===== src/rtl/bmsc_pkg.sv =====
// ----------------------------------------------------------------------------
// bmsc_pkg
// types and constants shared by the bitmap shifter with cloud layer
// ----------------------------------------------------------------------------
`default_nettype none

package bmsc_pkg;

  // request kinds on s_axis_tuser
  localparam logic OP_VIDEO     = 1'b0;
  localparam logic OP_ROM_WRITE = 1'b1;

  // configuration register indexes
  localparam logic [1:0] CFG_CLOUD_ENABLE = 2'd0;
  localparam logic [1:0] CFG_FLIP         = 2'd1;
  localparam logic [1:0] CFG_SCROLL_POS   = 2'd2;

  // pixel colors
  localparam logic [1:0] COLOR_BLACK = 2'd0;
  localparam logic [1:0] COLOR_WHITE = 2'd1;
  localparam logic [1:0] COLOR_GREY  = 2'd2;

  // cloud rom geometry
  localparam int unsigned CLOUD_ROM_DEPTH = 2048;
  localparam int unsigned ROM_AW          = 11;
  localparam logic [7:0]  CLOUD_X_OFFSET  = 8'd12;

  localparam int unsigned PIXELS_PER_BYTE = 8;

  // one pixel as it sits in a cell
  typedef struct packed {
    logic [7:0] x;
    logic [7:0] y;
    logic [1:0] color;
    logic       last;
  } pixel_t;

  // what a cell receives when a new byte is loaded
  typedef struct packed {
    logic [7:0] x;
    logic [7:0] y;
    logic       video_bit;
    logic       cloud_bit;
    logic       last;
  } cell_load_t;

endpackage

`default_nettype wire


===== src/rtl/bmsc_cell.sv =====
// ----------------------------------------------------------------------------
// bmsc_cell
// one pixel cell of the output shift chain
// ----------------------------------------------------------------------------
`default_nettype none

module bmsc_cell (
  input  wire logic                 clk,
  input  wire logic                 rst,
  input  wire logic                 load,
  input  wire logic                 shift,
  input  wire bmsc_pkg::cell_load_t ld,
  input  wire logic                 cloud_enable,
  input  wire logic                 flip,
  input  wire logic                 nb_valid,
  input  wire bmsc_pkg::pixel_t     nb_pix,
  output logic                      valid,
  output bmsc_pkg::pixel_t          pix
);

  bmsc_pkg::pixel_t ld_pix;

  // color pick and optional flip of a freshly loaded pixel
  always_comb begin
    ld_pix.x    = ld.x ^ {8{flip}};
    ld_pix.y    = ld.y ^ {8{flip}};
    ld_pix.last = ld.last;
    if (ld.video_bit) begin
      ld_pix.color = bmsc_pkg::COLOR_WHITE;
    end else if (cloud_enable && ld.cloud_bit) begin
      ld_pix.color = bmsc_pkg::COLOR_GREY;
    end else begin
      ld_pix.color = bmsc_pkg::COLOR_BLACK;
    end
  end

  always_ff @(posedge clk) begin
    if (rst) begin
      valid <= 1'b0;
    end else if (load) begin
      valid <= 1'b1;
    end else if (shift) begin
      valid <= nb_valid;
    end
  end

  always_ff @(posedge clk) begin
    if (load) begin
      pix <= ld_pix;
    end else if (shift) begin
      pix <= nb_pix;
    end
  end

endmodule

`default_nettype wire


===== config.mk =====
export PLATFORM = sky130hd
export DESIGN_NAME = bmsc_cell
export DESIGN_NICKNAME = d
export VERILOG_FILES = /design/src/rtl/bmsc_pkg.sv /design/src/rtl/bmsc_cell.sv
export SDC_FILE = /design/constraint.sdc
export NUM_CORES = 1
export LEC_CHECK = 0
export BUFFER_PORTS_ARGS = -buffer_cell sky130_fd_sc_hd__buf_2
export CORE_MARGIN = 3
export CORE_UTILIZATION = 39
export CTS_BUF_LIST = sky130_fd_sc_hd__clkbuf_8
export CTS_CLUSTER_DIAMETER = 60
export DETAILED_ROUTE_END_ITERATION = 10
export PLACE_DENSITY = 0.89
export SLEW_MARGIN = 20
export SYNTH_ARGS = -nofsm -noshare
export SYNTH_HDL_FRONTEND = slang
export SYNTH_SLANG_ARGS = --single-unit

===== constraint.sdc =====
create_clock -name clk -period 0.9 [get_ports clk]
set_clock_uncertainty 0.05 [all_clocks]
set_input_delay 0.045 -clock clk [delete_from_list [all_inputs] [get_ports clk]]
set_output_delay 0.045 -clock clk [all_outputs]
set_load 0.005 [all_outputs]

==> out/metrics.yaml <==
drtPass1Iterations: 4
finalCritPeriodShare: 0.974
area_growth_pct: 38.3
root_buffer: "clkbuf_8"
final_cell_mix: "buf_2, edfxtp_1, xnor2_1, nor2_1, a21oi_1"
synthArstFlopShare: 0
p_clk_frac: 0.264
avgSynthCellArea_um2: 12.0
synth_area_um2: 992
dp.cells: 170
ys_warn_count: 0
status: "finished, final reports clean"
drt_iter0_drc: 14
path_class: "reg -> out"
worst_slew_pin_slew_ps: 425
fin_crit_ps: 877
synth_edf_count: 19
p_leak_nw: 0.611
endpoint_kind: "output pin"
synth_largest_area_cell: "edfxtp_1"
ys_types: 17
slew_viol_final: 0
coreArea_mm2: 0.00232
seqPwrFrac: 0.536
seq_area_frac_synth: 0.595
fillers: 214
rows: 17
slowest_delay_ps: 390
post-dp-hpwl_um: 1820
cts_sinks: 20
hold_viol: 0
peakVddDrop_uv: 896
finalSetupViolations: 0
min_from: "nb_pix[16]"
placed_cell_area_mm2: 0.00132
dieArea_mm2: 0.00319
comb_power_share: 0.200
first_global_vias: 820
cts_made_buffers: 3
io_pins: 65
clk_path_buf_depth: 2
initial_utilization: 0.428
slowest_stage: "edfxtp_1"
grt_setup_unrepaired: "true"
antenna_cells: 0
die_width_um: 56.4
wl_um: 2240
via_per_inst: 4.71
cp.arrival_ps: 780
whs_path_depth: 3
cts.htree.levels: 1
gp_congestion: 0.717
design_area_mm2: 0.00137
p_total_w: 0.00219
cts_tree: "built"
grt_antenna_before_repair: 0
crit_path_start_kind: "register"
critPathMaxFanout: 1
r2r_setup_slack_ps: 240
reg2reg_depth: 2
die_y_um: 56.4
ys_ff_latch: 20
wl_per_cell_um: 12.8
path_delay_family: "flip-flops"
port_buffers: 64
reg2reg_from: "valid"
required_ps: 810
crit_chain: "buf_2"
max_freq_mhz: 1140
synthesis.instances: 83
postRouteAntennaNets: 0
cts-resized-gates: 0
regToRegEndpoint: "valid"
netSwitchingPower_w: 0.000498
cap_violations: 0
holdCritPathClass: "in -> reg"
slew_headroom: 0.716
grt_start_max_net_pins: 34
path_depth: 1
final_cells: 175
crit_end: "pix[11]"
synthTopCellsByArea: "edfxtp_1, xnor2_1, a21oi_1"
synth_fp_nets: 128
vias: 825
overflow: 0
swShare: 0.228
post_cts_buffers: 0
post-synth-top-area-fraction: 0.575
nets: 193
layout_commonest_cell: "buf_2"
p_int_w: 0.00169
powerDensity_mw_per_mm2: 1590
clkTransAtPathRegs_ps: 70
ys.flop_type: "edfxtp_1"
clkLatencyLatePin_ps: 250
path_buf_inv: 1
drive_above_1_share: 0.490
track_usage: 0.145
post-route-drc-count: 0
grt_pass1_wl_um: 3540
cp-startpoint: "pix[11]"
## cells in the mapped netlist, types with 2 or more instances
cell,n
nor2_1,16
mux2_2,2
buf_2,2
xnor2_1,16
edfxtp_1,19
a21oi_1,16
inv_1,2
## layout make-up
class	count	area, um2	share of cell area
inverter	2	7.51	0.00547
clock inverter	1	3.75	0.00273
multi-input combinational	55	344	0.251
clock buffer	3	41.3	0.0301
tap	28	35.0	0.0255
timing repair buffer	66	350	0.255
sequential	20	591	0.430
## through the flow
step	setup WS [ps]	utilization	hold slack [ps]	setup TNS, ps
after floorplan	49.3	-	64.1	0
after global placement	-66.6	0.568	153	-1020
after detailed placement	-118	0.568	160	-1820
after CTS	24.7	0.592	51.7	0
after global routing	-5.25	0.592	51.7	-7.98
final	23.1	0.592	52.4	0
## worst register-to-register path, delay by kind of cell, from the launching register on
kind / cells / cell delay, ps
AO/OA/AOI/OAI: 1 / 80
flip-flops: 1 / 310
multiplexers: 1 / 110
## power groups by stage
stage	registers [W]	logic, W	clock network (W)
after floorplan	0.00121	0.000194	0
after global placement	0.00119	0.000423	0
after detailed placement	0.00120	0.000442	0
after CTS	0.00117	0.000446	0.000591
after global routing	0.00119	0.000482	0.000651
final	0.00117	0.000438	0.000576
## layer usage
layer,global-route usage,wire length (um),share of wire
met4,0.102,93,0.042
met1,0.135,708,0.32
met3,0.0161,151,0.068
met5,0,0,0
met2,0.284,1280,0.57
## worst min-delay path by stage
stage	endpoint	slack, ps
floorplan	valid	60
global placement	valid	150
detailed placement	valid	160
CTS	pix[1]	50
global route	pix[1]	50
finish	pix[16]	50
## flip-flops by register name, summed over array words and instances, names as in the netlist
register  count
pix          19
valid         1
## cell families after synthesis
group                  count (synthesis)  share of synthesized area
flip-flops                            20                      0.595
AO/OA/AOI/OAI                         18                     0.0946
buffers and inverters                  8                     0.0605
AND/OR/NAND/NOR                       18                     0.0757
multiplexers                           3                     0.0328
XOR/XNOR                              16                      0.141
## timing repair
action | 4_1_cts | 5_1_grt
endpoints found under the hold margin | 1 | 0
endpoints found under the setup margin | 0 | 2
hold buffers | 1 | 0
Note: power is estimated with default switching activity, not from simulation.
